## config.mk

```make
export PLATFORM = sky130hd
export DESIGN_NAME = rkm_queue
export DESIGN_NICKNAME = d
export VERILOG_FILES = /design/src/rtl/core/rkm_pkg.sv /design/src/rtl/core/rkm_queue.sv
export VERILOG_INCLUDE_DIRS = /design/src /design/src/rtl/core
export SDC_FILE = /design/constraint.sdc
export NUM_CORES = 1
export LEC_CHECK = 0
export ABC_AREA = 0
export BUFFER_PORTS_ARGS = -buffer_cell sky130_fd_sc_hd__buf_2
export CAP_MARGIN = 20
export CORE_MARGIN = 2
export CORE_UTILIZATION = 56
export DETAILED_ROUTE_END_ITERATION = 16
export PLACE_DENSITY = 0.9
export SLEW_MARGIN = 20
export SYNTH_ARGS = -nofsm -noshare
export SYNTH_HDL_FRONTEND = slang
export SYNTH_SLANG_ARGS = --single-unit
```

## constraint.sdc

```tcl
create_clock -name clk -period 2.8 [get_ports clk]
set_input_delay 0.56 -clock clk [delete_from_list [all_inputs] [get_ports clk]]
set_output_delay 0.56 -clock clk [all_outputs]
set_load 0.03 [all_outputs]
```

## src/rtl/core/reply_keyword_matcher_with_history_assert.svh

```systemverilog
// ----------------------------------------------------------------------------
// Reply keyword matcher assertion macros
// Concurrent assertion wrappers. They expand to nothing when SYNTHESIS is set.
// ----------------------------------------------------------------------------
`ifndef REPLY_KEYWORD_MATCHER_WITH_HISTORY_ASSERT_SVH
`define REPLY_KEYWORD_MATCHER_WITH_HISTORY_ASSERT_SVH
`ifndef SYNTHESIS
// Checked only while out of reset.
`define RKM_ASSERT(label, prop, msg) \
    label: assert property (@(posedge clk) disable iff (!rst_n) prop) else $error(msg);
// Checked at every edge, reset included.
`define RKM_ASSERT_ALWAYS(label, prop, msg) \
    label: assert property (@(posedge clk) prop) else $error(msg);
`else
`define RKM_ASSERT(label, prop, msg)
`define RKM_ASSERT_ALWAYS(label, prop, msg)
`endif
`endif

```

## src/rtl/core/rkm_pkg.sv

```systemverilog
// ----------------------------------------------------------------------------
// rkm_pkg
// Shared codes, keyword table and the command format of the matcher.
// ----------------------------------------------------------------------------
`default_nettype none

package rkm_pkg;

    // Operation codes of an input beat.
    localparam logic OP_BYTE = 1'b0;
    localparam logic OP_READ = 1'b1;

    // Event codes of a result beat.
    localparam logic [2:0] EV_NONE      = 3'd0;
    localparam logic [2:0] EV_READY     = 3'd1;
    localparam logic [2:0] EV_NOT_READY = 3'd2;
    localparam logic [2:0] EV_ONLINE    = 3'd3;
    localparam logic [2:0] EV_STORE     = 3'd4;
    localparam logic [2:0] EV_READ      = 3'd5;

    localparam logic [7:0] END_MARK = 8'h5E;

    // Widths that cover the whole supported parameter range.
    localparam int SLOT_W_MAX = 4;
    localparam int POS_W_MAX  = 8;

    // Command queue depth, a power of two.
    localparam int Q_DEPTH = 4;

    localparam int KW_COUNT = 12;
    localparam int KW_TEXT_W = 128;

    // Keyword strings, right aligned: the first character is the most
    // significant nonzero byte. The underscore is written as an octal escape.
    localparam logic [KW_TEXT_W-1:0] KW_TEXT [KW_COUNT] = '{
        "RDY1^", "\012RDY1", "Not\137RDY1^", "\015\012Node 1 Online",
        "RDY2^", "\012RDY2", "Not\137RDY2^", "\015\012Node 2 Online",
        "RDY3^", "\012RDY3", "Not\137RDY3^", "\015\012Node 3 Online"
    };

    localparam logic [3:0] KW_LEN [KW_COUNT] = '{
        4'd5, 4'd5, 4'd9, 4'd15,
        4'd5, 4'd5, 4'd9, 4'd15,
        4'd5, 4'd5, 4'd9, 4'd15
    };

    localparam logic [2:0] KW_EVENT [KW_COUNT] = '{
        EV_READY, EV_READY, EV_NOT_READY, EV_ONLINE,
        EV_READY, EV_READY, EV_NOT_READY, EV_ONLINE,
        EV_READY, EV_READY, EV_NOT_READY, EV_ONLINE
    };

    localparam logic [1:0] KW_NODE [KW_COUNT] = '{
        2'd1, 2'd1, 2'd1, 2'd1,
        2'd2, 2'd2, 2'd2, 2'd2,
        2'd3, 2'd3, 2'd3, 2'd3
    };

    localparam logic [2:0] KW_MASK [KW_COUNT] = '{
        3'b001, 3'b001, 3'b001, 3'b001,
        3'b010, 3'b010, 3'b010, 3'b010,
        3'b100, 3'b100, 3'b100, 3'b100
    };

    // One entry of the queue between classifier and executor.
    typedef struct packed {
        logic                  wr;
        logic                  rd;
        logic                  hit;
        logic [SLOT_W_MAX-1:0] slot;
        logic [POS_W_MAX-1:0]  pos;
        logic [7:0]            wdata;
        logic [2:0]            ev;
        logic [1:0]            node;
        logic [2:0]            mask;
        logic [6:0]            len;
    } cmd_t;

    // Character p of keyword k, zero past its end.
    function automatic logic [7:0] kw_char(input int k, input logic [7:0] p);
        logic [KW_TEXT_W-1:0] text;
        int                   sh;
        logic [7:0]           ch;
        text = KW_TEXT[k];
        ch   = 8'h00;
        if (p < 8'(KW_LEN[k]))
        begin
            sh = int'(KW_LEN[k]) - 1 - int'(p);
            ch = text[8*sh +: 8];
        end
        return ch;
    endfunction

endpackage

`default_nettype wire

```

## src/rtl/core/rkm_queue.sv

```systemverilog
// ----------------------------------------------------------------------------
// rkm_queue
// Short in-order command queue between classifier and executor.
// ----------------------------------------------------------------------------
`default_nettype none

`include "reply_keyword_matcher_with_history_assert.svh"

module rkm_queue (
    input  wire logic          clk,
    input  wire logic          rst_n,
    input  wire logic          push,
    input  wire rkm_pkg::cmd_t din,
    output logic               full,
    input  wire logic          pop,
    output logic               valid,
    output rkm_pkg::cmd_t      dout
);

    localparam int DEPTH = rkm_pkg::Q_DEPTH;
    localparam int PTR_W = $clog2(DEPTH);

    rkm_pkg::cmd_t    entry_reg [DEPTH];
    logic [PTR_W-1:0] wr_ptr_reg, wr_ptr_next;
    logic [PTR_W-1:0] rd_ptr_reg, rd_ptr_next;
    logic [PTR_W:0]   cnt_reg, cnt_next;

    assign full  = cnt_reg == (PTR_W+1)'(DEPTH);
    assign valid = cnt_reg != '0;
    assign dout  = entry_reg[rd_ptr_reg];

    always_comb
    begin
        wr_ptr_next = push ? wr_ptr_reg + 1'b1 : wr_ptr_reg;
        rd_ptr_next = pop ? rd_ptr_reg + 1'b1 : rd_ptr_reg;
        case ({push, pop})
            2'b10:   cnt_next = cnt_reg + 1'b1;
            2'b01:   cnt_next = cnt_reg - 1'b1;
            default: cnt_next = cnt_reg;
        endcase
    end

    always_ff @(posedge clk)
    begin
        if (push)
        begin
            entry_reg[wr_ptr_reg] <= din;
        end
    end

    always_ff @(posedge clk or negedge rst_n)
    begin
        if (!rst_n)
        begin
            wr_ptr_reg <= '0;
            rd_ptr_reg <= '0;
            cnt_reg    <= '0;
        end
        else
        begin
            wr_ptr_reg <= wr_ptr_next;
            rd_ptr_reg <= rd_ptr_next;
            cnt_reg    <= cnt_next;
        end
    end

    `RKM_ASSERT(a_no_overflow, push |-> !full, "push into a full queue")
    `RKM_ASSERT(a_count_step, push && !pop |=> cnt_reg == $past(cnt_reg) + 1'b1, "queue count did not advance on push")

endmodule

`default_nettype wire

```

==> results.md <==
- Max FFs per register: about 150
- Final instance area: 6980 um2
- HP Class: in -> reg
- Routed vias: 2654
- DRC: 0
- Fmax: roughly 390 MHz
- Post-Syn Nets: roughly 280
- Setup violations, final: 0
- First DRT Iteration DRCs: roughly 200
- R2r worst-path depth: 4
- Clock root cell: clkbuf_8
- Critical R2R Launch: wr_ptr_reg[0]$_DFFE_PN0P_
- Syn_area_per_cell: approximately 25 um2
- CORE AREA: slightly above 10000 um2
- Multi-input logic area: 1060 um2
- Vias per cell: about 5.5
- CTS clock-pin slew for the worst setup and hold paths: about 0.06 ns
- Synth top area share: 0.770
- Die height: between 100 and 150 um
- Sw Share: 0.330
- Flop2flop setup slack: between 0.9 and 1 ns
- RSZ-0062 raised after global routing: no
- Synth Warn #: 0
- First-pass GRT wire length: around 16000 um
- Max-Slew Margin vs Limit: 0.572
- Leakage: approximately 2.5 nW
- Status: finished, final reports clean
- Clk network pwr share: 0.237
- Detailed Place HPWL: 6440 um
- Layout Area Growth over Synthesis: 17.8%
- Hold depth: 2
- Setup crit start: rd_ptr_reg[1]$_DFFE_PN0P_
- Share of power burned in registers: 0.430
- Post-DRT Antenna Nets: 0
- Clock Latency Late Sink: approximately 0.52 ns
- Storage cell area: ~4700 um2
- Total grt overflow: 0
- Pre-Repair DR Iteration Count: 7
- Synth Cell Area: ~6000 um2
- Max Fanout on Critical Path: 24
- Average wire per standard cell: just over 20 um
- # diodes: 0
- Commonest non-fill, non-tap cell in the layout: edfxtp_1
- CP arrival: around 2 ns
- Synth Register Bits: 159
- H-tree Lvls: 4
- Most frequent cells in the layout: edfxtp_1, buf_2, mux4_2
- Synth area leaders: edfxtp_1, mux4_2, dfrtp_1
- Clock skew: roughly 0.006 ns
- Site Rows: 37
- Yosys cell types: 19
- Period utilization: 0.909
- Pwr Density: roughly 1100 nW/um2
- Post-layout nets: approximately 380
- Num Clock Sinks: about 160
- Die X: roughly 110 um
- Largest area contributor in the netlist: edfxtp_1
- Starting Density: 0.574
- Final WL: 9970 um
- Worst Setup EP: dout[20]
- Post-Syn Instances: roughly 240
- Max-cap violations: 0
- Initial antenna violation count: 0
- Crit Reg-Reg Endpoint: entry_reg[2][6]$_DFFE_PP_
- Setup TNS: 0 ns
- Port bufs: between 80 and 90
- Fin. Hold Viols: 0
- GRT Resource Usage Total: 0.193
- Fraction of layout cells with a size suffix above 1: 0.441
- # Post-CTS Setup Buffers: 0
- Die area: 11400 um2
- Num CTS Buffers: 17
- Vias in the first global route: approximately 2800
- Largest net degree at the start of global routing: between 40 and 50
- Worst-case clock buffer depth: 2
- CP required: roughly 2.2 ns
- Sequential fraction of the synthesis area: 0.799
- # IOs: just over 80
- CTS tree: yes
- Max-slew violation count: 0
- Internal power: just over 0.005 W
- Critical path class: reg -> out
- VDD IR max: 0.000666 V
- Combinational Power Share: 0.333
- Crit. End Element: output port
- Fin crit period: roughly 2.5 ns
- Worst Setup Start Kind: flip-flop
- Routability Congestion: 0.744
- Placed Area: around 6500 um2
- Slew @ Worst Pin: ~0.64 ns
- Fillers: 645
- NetSw: roughly 0.0026 W
worst max-delay path: stages, from the launching register on:
cell and delay (ns):
dfrtp_4 0.67, buf_4 0.27, mux4_2 0.32, buf_2 0.19
metrics by stage:
stage,setup WS [ns],instances,hold slack (ns),util,total power (W)
3_5_place_dp,0.652,451,0.405,0.631,0.00601
4_1_cts,0.0804,481,0.229,0.676,0.00785
3_3_place_gp,0.683,451,0.396,0.631,0.00592
5_1_grt,0.165,481,0.223,0.677,0.00812
6_report,0.256,481,0.254,0.677,0.00776
2_1_floorplan,0.863,235,0.264,-,0.00536
routing by layer:
metal,vias to the layer above,part of all wire,track usage
met1,1378,0.42,0.261
li1,1184,-,-
met3,8,0.048,0.0620
met2,84,0.52,0.302
met4,0,0.0097,0.0696
met5,-,0,0
synthesized netlist by cell type:
cell	number
edfxtp_1	152
mux4_2	38
dfrtp_1	7
inv_1	6
ha_1	5
and2_1	4
buf_12	4
xor2_1	4
buf_2	3
nand2_1	2
xnor2_1	2
and3_1	1
buf_4	1
buf_6	1
fa_1	1
mux2i_1	1
nor2_1	1
o21ai_0	1
or3_1	1
repair_timing:
| action | 4_1_cts | 5_1_grt |
|---|---|---|
| endpoints found under the setup margin | 0 | 1 |
| hold buffers | 1 | 0 |
| gates resized for setup | 0 | 1 |
| hold endpoints to repair | 7 | 0 |
worst min-delay path by stage:
stage / startpoint / end / slack (ns)
2_1_floorplan: rst_n / cnt_reg[0]$_DFFE_PN0P_ / 0.26
3_3_place_gp: rst_n / wr_ptr_reg[0]$_DFFE_PN0P_ / 0.40
3_5_place_dp: rst_n / cnt_reg[2]$_DFFE_PN0P_ / 0.41
4_1_cts: pop / rd_ptr_reg[0]$_DFFE_PN0P_ / 0.23
5_1_grt: din[25] / entry_reg[0][25]$_DFFE_PP_ / 0.22
6_report: pop / rd_ptr_reg[0]$_DFFE_PN0P_ / 0.25
cell families after synthesis:
kind of cell | count (synthesis) | synth area share
flip-flops | 159 | 0.799
XOR/XNOR | 6 | 0.00886
AND/OR/NAND/NOR | 9 | 0.00823
adder cells (fa/ha/maj) | 6 | 0.0139
AO/OA/AOI/OAI | 1 | 0.000843
buffers and inverters | 15 | 0.0230
multiplexers | 39 | 0.146
power groups by stage:
stage          logic, W  registers, W  clock network (W)
2_1_floorplan   0.00211       0.00326                  0
6_report        0.00259       0.00334            0.00184
3_5_place_dp    0.00263       0.00338                  0
4_1_cts         0.00264       0.00333            0.00188
3_3_place_gp    0.00258       0.00334                  0
5_1_grt         0.00276       0.00338            0.00199
area by class of cell:
| type | instances | share of cell area |
|---|---|---|
| clock buffer | 26 | 0.0641 |
| inverter | 6 | 0.00322 |
| tap | 136 | 0.0244 |
| sequential | 159 | 0.679 |
| multi-input combinational | 61 | 0.152 |
| timing repair buffer | 90 | 0.0752 |
| clock inverter | 3 | 0.00197 |
No activity file was read; power rests on OpenSTA's default activity.
