File: config.mk
export PLATFORM = sky130hd
export DESIGN_NAME = rkm_front
export DESIGN_NICKNAME = d
export VERILOG_FILES = /design/src/rtl/core/rkm_pkg.sv /design/src/rtl/core/rkm_front.sv
export VERILOG_INCLUDE_DIRS = /design/src /design/src/rtl/core
export SDC_FILE = /design/constraint.sdc
export NUM_CORES = 1
export LEC_CHECK = 0
export BUFFER_PORTS_ARGS = -buffer_cell sky130_fd_sc_hd__buf_2
export CAP_MARGIN = 25
export CORE_UTILIZATION = 60
export CTS_CLUSTER_DIAMETER = 30
export DETAILED_ROUTE_END_ITERATION = 7
export PLACE_DENSITY_LB_ADDON = 0.3
export SYNTH_ARGS = -nofsm -noshare
export SYNTH_HDL_FRONTEND = slang
export SYNTH_SLANG_ARGS = --single-unit
File: constraint.sdc
create_clock -name clk -period 9.63 [get_ports clk]
set_clock_uncertainty 0.15 [all_clocks]
set_input_delay 0.4815 -clock clk [delete_from_list [all_inputs] [get_ports clk]]
set_output_delay 0.4815 -clock clk [all_outputs]
set_load 0.005 [all_outputs]
File: src/rtl/core/reply_keyword_matcher_with_history_assert.svh
// ----------------------------------------------------------------------------
// Reply keyword matcher assertion macros
// Concurrent assertion wrappers. They expand to nothing when SYNTHESIS is set.
// ----------------------------------------------------------------------------
`ifndef REPLY_KEYWORD_MATCHER_WITH_HISTORY_ASSERT_SVH
`define REPLY_KEYWORD_MATCHER_WITH_HISTORY_ASSERT_SVH
`ifndef SYNTHESIS
// Checked only while out of reset.
`define RKM_ASSERT(label, prop, msg) \
    label: assert property (@(posedge clk) disable iff (!rst_n) prop) else $error(msg);
// Checked at every edge, reset included.
`define RKM_ASSERT_ALWAYS(label, prop, msg) \
    label: assert property (@(posedge clk) prop) else $error(msg);
`else
`define RKM_ASSERT(label, prop, msg)
`define RKM_ASSERT_ALWAYS(label, prop, msg)
`endif
`endif

File: src/rtl/core/rkm_pkg.sv
// ----------------------------------------------------------------------------
// rkm_pkg
// Shared codes, keyword table and the command format of the matcher.
// ----------------------------------------------------------------------------
`default_nettype none

package rkm_pkg;

    // Operation codes of an input beat.
    localparam logic OP_BYTE = 1'b0;
    localparam logic OP_READ = 1'b1;

    // Event codes of a result beat.
    localparam logic [2:0] EV_NONE      = 3'd0;
    localparam logic [2:0] EV_READY     = 3'd1;
    localparam logic [2:0] EV_NOT_READY = 3'd2;
    localparam logic [2:0] EV_ONLINE    = 3'd3;
    localparam logic [2:0] EV_STORE     = 3'd4;
    localparam logic [2:0] EV_READ      = 3'd5;

    localparam logic [7:0] END_MARK = 8'h5E;

    // Widths that cover the whole supported parameter range.
    localparam int SLOT_W_MAX = 4;
    localparam int POS_W_MAX  = 8;

    // Command queue depth, a power of two.
    localparam int Q_DEPTH = 4;

    localparam int KW_COUNT = 12;
    localparam int KW_TEXT_W = 128;

    // Keyword strings, right aligned: the first character is the most
    // significant nonzero byte. The underscore is written as an octal escape.
    localparam logic [KW_TEXT_W-1:0] KW_TEXT [KW_COUNT] = '{
        "RDY1^", "\012RDY1", "Not\137RDY1^", "\015\012Node 1 Online",
        "RDY2^", "\012RDY2", "Not\137RDY2^", "\015\012Node 2 Online",
        "RDY3^", "\012RDY3", "Not\137RDY3^", "\015\012Node 3 Online"
    };

    localparam logic [3:0] KW_LEN [KW_COUNT] = '{
        4'd5, 4'd5, 4'd9, 4'd15,
        4'd5, 4'd5, 4'd9, 4'd15,
        4'd5, 4'd5, 4'd9, 4'd15
    };

    localparam logic [2:0] KW_EVENT [KW_COUNT] = '{
        EV_READY, EV_READY, EV_NOT_READY, EV_ONLINE,
        EV_READY, EV_READY, EV_NOT_READY, EV_ONLINE,
        EV_READY, EV_READY, EV_NOT_READY, EV_ONLINE
    };

    localparam logic [1:0] KW_NODE [KW_COUNT] = '{
        2'd1, 2'd1, 2'd1, 2'd1,
        2'd2, 2'd2, 2'd2, 2'd2,
        2'd3, 2'd3, 2'd3, 2'd3
    };

    localparam logic [2:0] KW_MASK [KW_COUNT] = '{
        3'b001, 3'b001, 3'b001, 3'b001,
        3'b010, 3'b010, 3'b010, 3'b010,
        3'b100, 3'b100, 3'b100, 3'b100
    };

    // One entry of the queue between classifier and executor.
    typedef struct packed {
        logic                  wr;
        logic                  rd;
        logic                  hit;
        logic [SLOT_W_MAX-1:0] slot;
        logic [POS_W_MAX-1:0]  pos;
        logic [7:0]            wdata;
        logic [2:0]            ev;
        logic [1:0]            node;
        logic [2:0]            mask;
        logic [6:0]            len;
    } cmd_t;

    // Character p of keyword k, zero past its end.
    function automatic logic [7:0] kw_char(input int k, input logic [7:0] p);
        logic [KW_TEXT_W-1:0] text;
        int                   sh;
        logic [7:0]           ch;
        text = KW_TEXT[k];
        ch   = 8'h00;
        if (p < 8'(KW_LEN[k]))
        begin
            sh = int'(KW_LEN[k]) - 1 - int'(p);
            ch = text[8*sh +: 8];
        end
        return ch;
    endfunction

endpackage

`default_nettype wire

File: src/rtl/core/rkm_front.sv
// ----------------------------------------------------------------------------
// rkm_front
// Classifies each accepted beat: keyword tracking, ready flags, history
// line bookkeeping. Emits one command per beat for the executor.
// ----------------------------------------------------------------------------
`default_nettype none

`include "reply_keyword_matcher_with_history_assert.svh"

module rkm_front #(
    parameter int MSG_LEN       = 128,
    parameter int HISTORY_LINES = 4
) (
    input  wire logic          clk,
    input  wire logic          rst_n,
    input  wire logic          accept,
    input  wire logic          op,
    input  wire logic [7:0]    rx_byte,
    input  wire logic [1:0]    line_sel,
    input  wire logic [6:0]    char_index,
    output rkm_pkg::cmd_t      cmd
);

    // One physical slot more than visible lines: the extra slot collects
    // the message being received.
    localparam int SLOTS  = HISTORY_LINES + 1;
    localparam int SLOT_W = $clog2(SLOTS);
    localparam int POS_W  = $clog2(MSG_LEN);
    localparam int CMP_W  = (POS_W > 7) ? POS_W : 7;
    localparam int SW     = rkm_pkg::SLOT_W_MAX;
    localparam int PW     = rkm_pkg::POS_W_MAX;
    localparam int KWN    = rkm_pkg::KW_COUNT;

    localparam logic [POS_W-1:0]  LAST_POS  = POS_W'(MSG_LEN - 1);
    localparam logic [SLOT_W-1:0] LAST_SLOT = SLOT_W'(SLOTS - 1);

    logic [POS_W-1:0]  count_reg, count_next;
    logic [KWN-1:0]    alive_reg, alive_next;
    logic [2:0]        flags_reg, flags_next;
    logic [SLOT_W-1:0] newest_reg, newest_next;
    logic [POS_W-1:0]  len_reg [SLOTS];

    logic [SLOT_W-1:0] wslot;
    logic [SLOT_W-1:0] rslot;
    logic [SLOT_W:0]   sel_ext;
    logic [SLOT_W:0]   newest_ext;
    logic [SLOT_W:0]   rdiff;
    logic              sel_ok;
    logic [POS_W-1:0]  rlen;
    logic              hit;
    logic              can_app;
    logic [KWN-1:0]    alive_hit;
    logic              found;
    logic              commit;

    assign wslot      = (newest_reg == LAST_SLOT) ? '0 : newest_reg + 1'b1;
    assign sel_ext    = (SLOT_W+1)'(line_sel);
    assign newest_ext = {1'b0, newest_reg};
    assign rdiff      = (newest_ext >= sel_ext) ? newest_ext - sel_ext
                      : newest_ext + (SLOT_W+1)'(SLOTS) - sel_ext;
    assign rslot      = rdiff[SLOT_W-1:0];
    assign sel_ok     = sel_ext < (SLOT_W+1)'(HISTORY_LINES);
    assign rlen       = sel_ok ? len_reg[rslot] : '0;
    assign hit        = CMP_W'(char_index) < CMP_W'(rlen);
    assign can_app    = count_reg < LAST_POS;

    always_comb
    begin
        for (int k = 0; k < KWN; k++)
        begin
            alive_hit[k] = alive_reg[k]
                && (count_reg < POS_W'(rkm_pkg::KW_LEN[k]))
                && (rkm_pkg::kw_char(k, 8'(count_reg)) == rx_byte);
        end
    end

    always_comb
    begin
        cmd         = '0;
        count_next  = count_reg;
        alive_next  = alive_reg;
        flags_next  = flags_reg;
        newest_next = newest_reg;
        found       = 1'b0;
        commit      = 1'b0;
        if (accept)
        begin
            if (op == rkm_pkg::OP_READ)
            begin
                cmd.ev   = rkm_pkg::EV_READ;
                cmd.rd   = 1'b1;
                cmd.slot = SW'(rslot);
                cmd.pos  = PW'(char_index);
                cmd.hit  = hit;
                cmd.len  = 7'(rlen);
            end
            else if (rx_byte != 8'h00)
            begin
                if (can_app)
                begin
                    cmd.wr     = 1'b1;
                    cmd.slot   = SW'(wslot);
                    cmd.pos    = PW'(count_reg);
                    cmd.wdata  = rx_byte;
                    count_next = count_reg + 1'b1;
                    alive_next = alive_hit;
                    for (int k = 0; k < KWN; k++)
                    begin
                        if (!found && alive_hit[k]
                            && (POS_W'(rkm_pkg::KW_LEN[k]) == count_reg + 1'b1))
                        begin
                            found    = 1'b1;
                            cmd.ev   = rkm_pkg::KW_EVENT[k];
                            cmd.node = rkm_pkg::KW_NODE[k];
                            case (rkm_pkg::KW_EVENT[k])
                                rkm_pkg::EV_READY:
                                    flags_next = flags_reg | rkm_pkg::KW_MASK[k];
                                rkm_pkg::EV_NOT_READY:
                                    flags_next = flags_reg & ~rkm_pkg::KW_MASK[k];
                                default:
                                    flags_next = flags_reg;
                            endcase
                            count_next = '0;
                            alive_next = '1;
                        end
                    end
                end
                // The message is everything before the end mark, which is
                // the old fill level whether or not the mark was appended.
                if (!found && rx_byte == rkm_pkg::END_MARK)
                begin
                    commit      = 1'b1;
                    cmd.ev      = rkm_pkg::EV_STORE;
                    cmd.len     = 7'(count_reg);
                    newest_next = wslot;
                    count_next  = '0;
                    alive_next  = '1;
                end
            end
        end
        cmd.mask = flags_next;
    end

    always_ff @(posedge clk or negedge rst_n)
    begin
        if (!rst_n)
        begin
            count_reg  <= '0;
            alive_reg  <= '1;
            flags_reg  <= '0;
            newest_reg <= '0;
            for (int i = 0; i < SLOTS; i++)
            begin
                len_reg[i] <= '0;
            end
        end
        else
        begin
            count_reg  <= count_next;
            alive_reg  <= alive_next;
            flags_reg  <= flags_next;
            newest_reg <= newest_next;
            if (commit)
            begin
                len_reg[wslot] <= count_reg;
            end
        end
    end

    `RKM_ASSERT(a_store_clears, accept && cmd.ev == rkm_pkg::EV_STORE |=> count_reg == '0, "store did not clear the receive buffer")
    `RKM_ASSERT(a_flags_idle, !accept |=> flags_reg == $past(flags_reg), "ready flags changed without a beat")
    `RKM_ASSERT(a_count_bound, count_reg <= LAST_POS, "receive count beyond buffer size")

endmodule

`default_nettype wire

==> impl_metrics.env <==
export IMPL_ys_types=96
export IMPL_synth_edf_count=0
export IMPL_crit_path_end_kind="output port"
export IMPL_critPathMaxStageDelay_ns=0.75
export IMPL_nets=804
export IMPL_gp_congestion=0.936
export IMPL_synth_seq_cells=60
export IMPL_synth_top_area_share=0.191
export IMPL_syn_inst=741
export IMPL_switching_share=0.512
export IMPL_synth_top_area_cell="dfrtp_1"
export IMPL_ant_nets=0
export IMPL_power_density_mw_per_mm2=226
export IMPL_clk_latency_ns=0.37
export IMPL_synth_seq_area_share=0.241
export IMPL_p_comb_frac=0.640
export IMPL_worstSetupStartpointType="flip-flop"
export IMPL_dieArea_mm2=0.0109
export IMPL_core_mm2=0.00995
export IMPL_relSlewSlack=0.391
export IMPL_synth_simple_area_share=0.256
export IMPL_largest_reg_flops=35
export IMPL_layout_min_cycle_time_ns=6.39
export IMPL_holdCritPathClass="in2async"
export IMPL_seqCellArea_mm2=0.00152
export IMPL_crit_fanout=52
export IMPL_mostFrequentLayoutCells="57 x buf_2, 48 x dfrtp_1, 46 x nand2_1"
export IMPL_grt_total_usage=0.392
export IMPL_crit_chain="buf_4 > inv_1 > ha_1 > buf_4 > or4b_2 > a21oi_1 > o31ai_1 > a2111oi_0 > o21ai_0 > o32ai_2 > a2111oi_4 > and3_1 > nand2_1 > o21ai_0 > buf_2"
export IMPL_cts_resized=0
export IMPL_drt_pass1_iterations=5
export IMPL_syn_area_per_cell_um2=8.47
export IMPL_cts_buffer_depth=2
export IMPL_htree_levels=3
export IMPL_fin_crit_sh=0.663
export IMPL_required_ns=9.00
export IMPL_drc=0
export IMPL_crit_arrival_ns=5.75
export IMPL_slew_violations=0
export IMPL_power_leakage_nw=2.87
export IMPL_cts_tree="built"
export IMPL_drt_wl_total_um=21000
export IMPL_status="finished, final reports clean"
export IMPL_dpl_hpwl_um=14900
export IMPL_drive_gt1_frac=0.223
export IMPL_layout_commonest_cell="buf_2"
export IMPL_io_buffers=56
export IMPL_grt_pass1_vias=6307
export IMPL_synth_compound_area_frac=0.267
export IMPL_pwr_share_seq=0.191
export IMPL_cp_slowest_cell="a2111oi_0"
export IMPL_clockPowerShare=0.170
export IMPL_drt_wirelength_per_cell_um=23.3
export IMPL_cap_violations=0
export IMPL_grt_max_degree=61
export IMPL_p_sw_uw=784
export IMPL_cts_setup_buffers=0
export IMPL_crit_family="compound AO/OA/AOI/OAI gates"
export IMPL_synth_xor_area_frac=0.0361
export IMPL_antenna_cells=0
export IMPL_hold_worst_slack_ns=0.130
export IMPL_ys_flop_type="dfrtp_1"
export IMPL_syn2layout_area_growth_pct=8.13
export IMPL_synth_area_leaders="dfrtp_1 19%, mux2_2 6.1%, dfstp_2 5.0%"
export IMPL_synth_adder_area_share=0.0387
export IMPL_hold_violations=0
export IMPL_design_area_mm2=0.00679
export IMPL_path_buf_inv=4
export IMPL_drt_iter0_drc=754
export IMPL_critPathKind="reg2out"
export IMPL_n_fill_cell=814
export IMPL_start_util=0.631
export IMPL_clkTransAtPathRegs_ns=0.07
export IMPL_multi_input_area_mm2=0.00441
export IMPL_die_h_um=104
export IMPL_async_flop_share=1.00
export IMPL_via_count=6570
export IMPL_intPower_uw=748
export IMPL_std_cell_rows=36
export IMPL_antenna_found_initial=0
export IMPL_cts_root_buf="clkbuf_8"
export IMPL_netlist_area_mm2=0.00628
export IMPL_worst_pin_slew_ns=0.914
export IMPL_cts_sinks=60
export IMPL_finalSetupViolations=0
export IMPL_synth_area_mux_share=0.103
export IMPL_postCtsHoldBufs=0
export IMPL_cts_made_buffers=9
export IMPL_grt_pass1_wl_um=33300
export IMPL_grt_ovfl_total=0
export IMPL_pin_count=59
export IMPL_max_freq_ghz=0.157
export IMPL_ir_drop_v=0.000125
export IMPL_synth_top_family_by_area="compound AO/OA/AOI/OAI gates"
export IMPL_rsz0062_at_grt="no"
export IMPL_die_w_um=104
export IMPL_dpl_cell_area_mm2=0.00658
export IMPL_synth_warnings=0
export IMPL_via_per_inst=7.28
export IMPL_final_setup_tns_ns=0
[power by group through the flow]
stage / combinational (mW) / clock, mW / sequential [mW]
3_3_place_gp: 0.936 / 0 / 0.295
3_5_place_dp: 0.943 / 0 / 0.296
6_report: 0.980 / 0.260 / 0.292
5_1_grt: 1.06 / 0.268 / 0.294
2_1_floorplan: 0.734 / 0 / 0.288
4_1_cts: 0.950 / 0.258 / 0.291
[logic make-up after synthesis]
group	after synthesis
buf+inv	84
other cells	1
compound gates	226
flops	60
fa+ha+maj	19
mux	53
xor+xnor	25
simple gates	273
[worst register-to-register path, stage by stage (launching register included)]
cell,delay (ns)
dfrtp_1,0.32
buf_4,0.43
inv_1,0.37
ha_1,0.54
buf_4,0.28
or4b_2,0.68
a21oi_1,0.22
o31ai_1,0.18
a2111oi_0,0.75
o21ai_0,0.26
o32ai_2,0.50
a2111oi_4,0.15
a21oi_1,0.50
nand4b_1,0.16
a22o_1,0.27
[metal layers]
| metal | global-route usage | wire, um | vias up | part of all wire |
|---|---|---|---|---|
| met1 | 0.466 | 7890 | 3174 | 0.37 |
| met5 | 0 | 0 | - | 0 |
| met2 | 0.659 | 10100 | 402 | 0.48 |
| met3 | 0.0689 | 2000 | 86 | 0.095 |
| li1 | - | - | 2908 | - |
| met4 | 0.236 | 1100 | 0 | 0.052 |
[per-stage QoR]
stage	setup WS [ns]	power [mW]	instances	utilization
2_1_floorplan	4.81	1.02	742	-
3_3_place_gp	3.84	1.23	886	0.660
3_5_place_dp	3.83	1.24	887	0.661
4_1_cts	3.44	1.50	903	0.682
5_1_grt	3.00	1.62	903	0.682
6_report	3.24	1.53	903	0.682
[cells in the mapped netlist, types with 12 or more instances]
cell	instances
dfrtp_1	48
nand2_1	46
nor2_1	45
o21ai_0	43
mux2_2	34
clkbuf_1	32
a21oi_1	31
inv_1	25
nand3_1	25
nor3_1	25
buf_2	17
ha_1	17
xnor2_1	17
mux2i_1	13
nor4_1	13
o31ai_1	13
or3_1	13
dfstp_2	12
[final timing paths]
kind,from,to,slack (ns),depth (start not counted)
worst max-delay path,count_reg[0],cmd[2],3.24,15
worst min register to register,alive_reg[9],alive_reg[9],0.33,2
min in group clk,alive_reg[9],alive_reg[9],0.33,2
worst min-delay path,rst_n,count_reg[2],0.13,2
max in group asynchronous,rst_n,count_reg[4],8.66,2
worst max register to register,count_reg[0],alive_reg[1],3.81,14
[cell type report]
cell class	count	area share
Clock inverter	7	0.0135
Inverter	26	0.0144
Tap cell	133	0.0245
Clock buffer	9	0.0182
Multi-Input combinational cell	598	0.650
Sequential cell	60	0.223
Timing Repair Buffer	70	0.0564
Note: power is estimated with default switching activity, not from simulation.
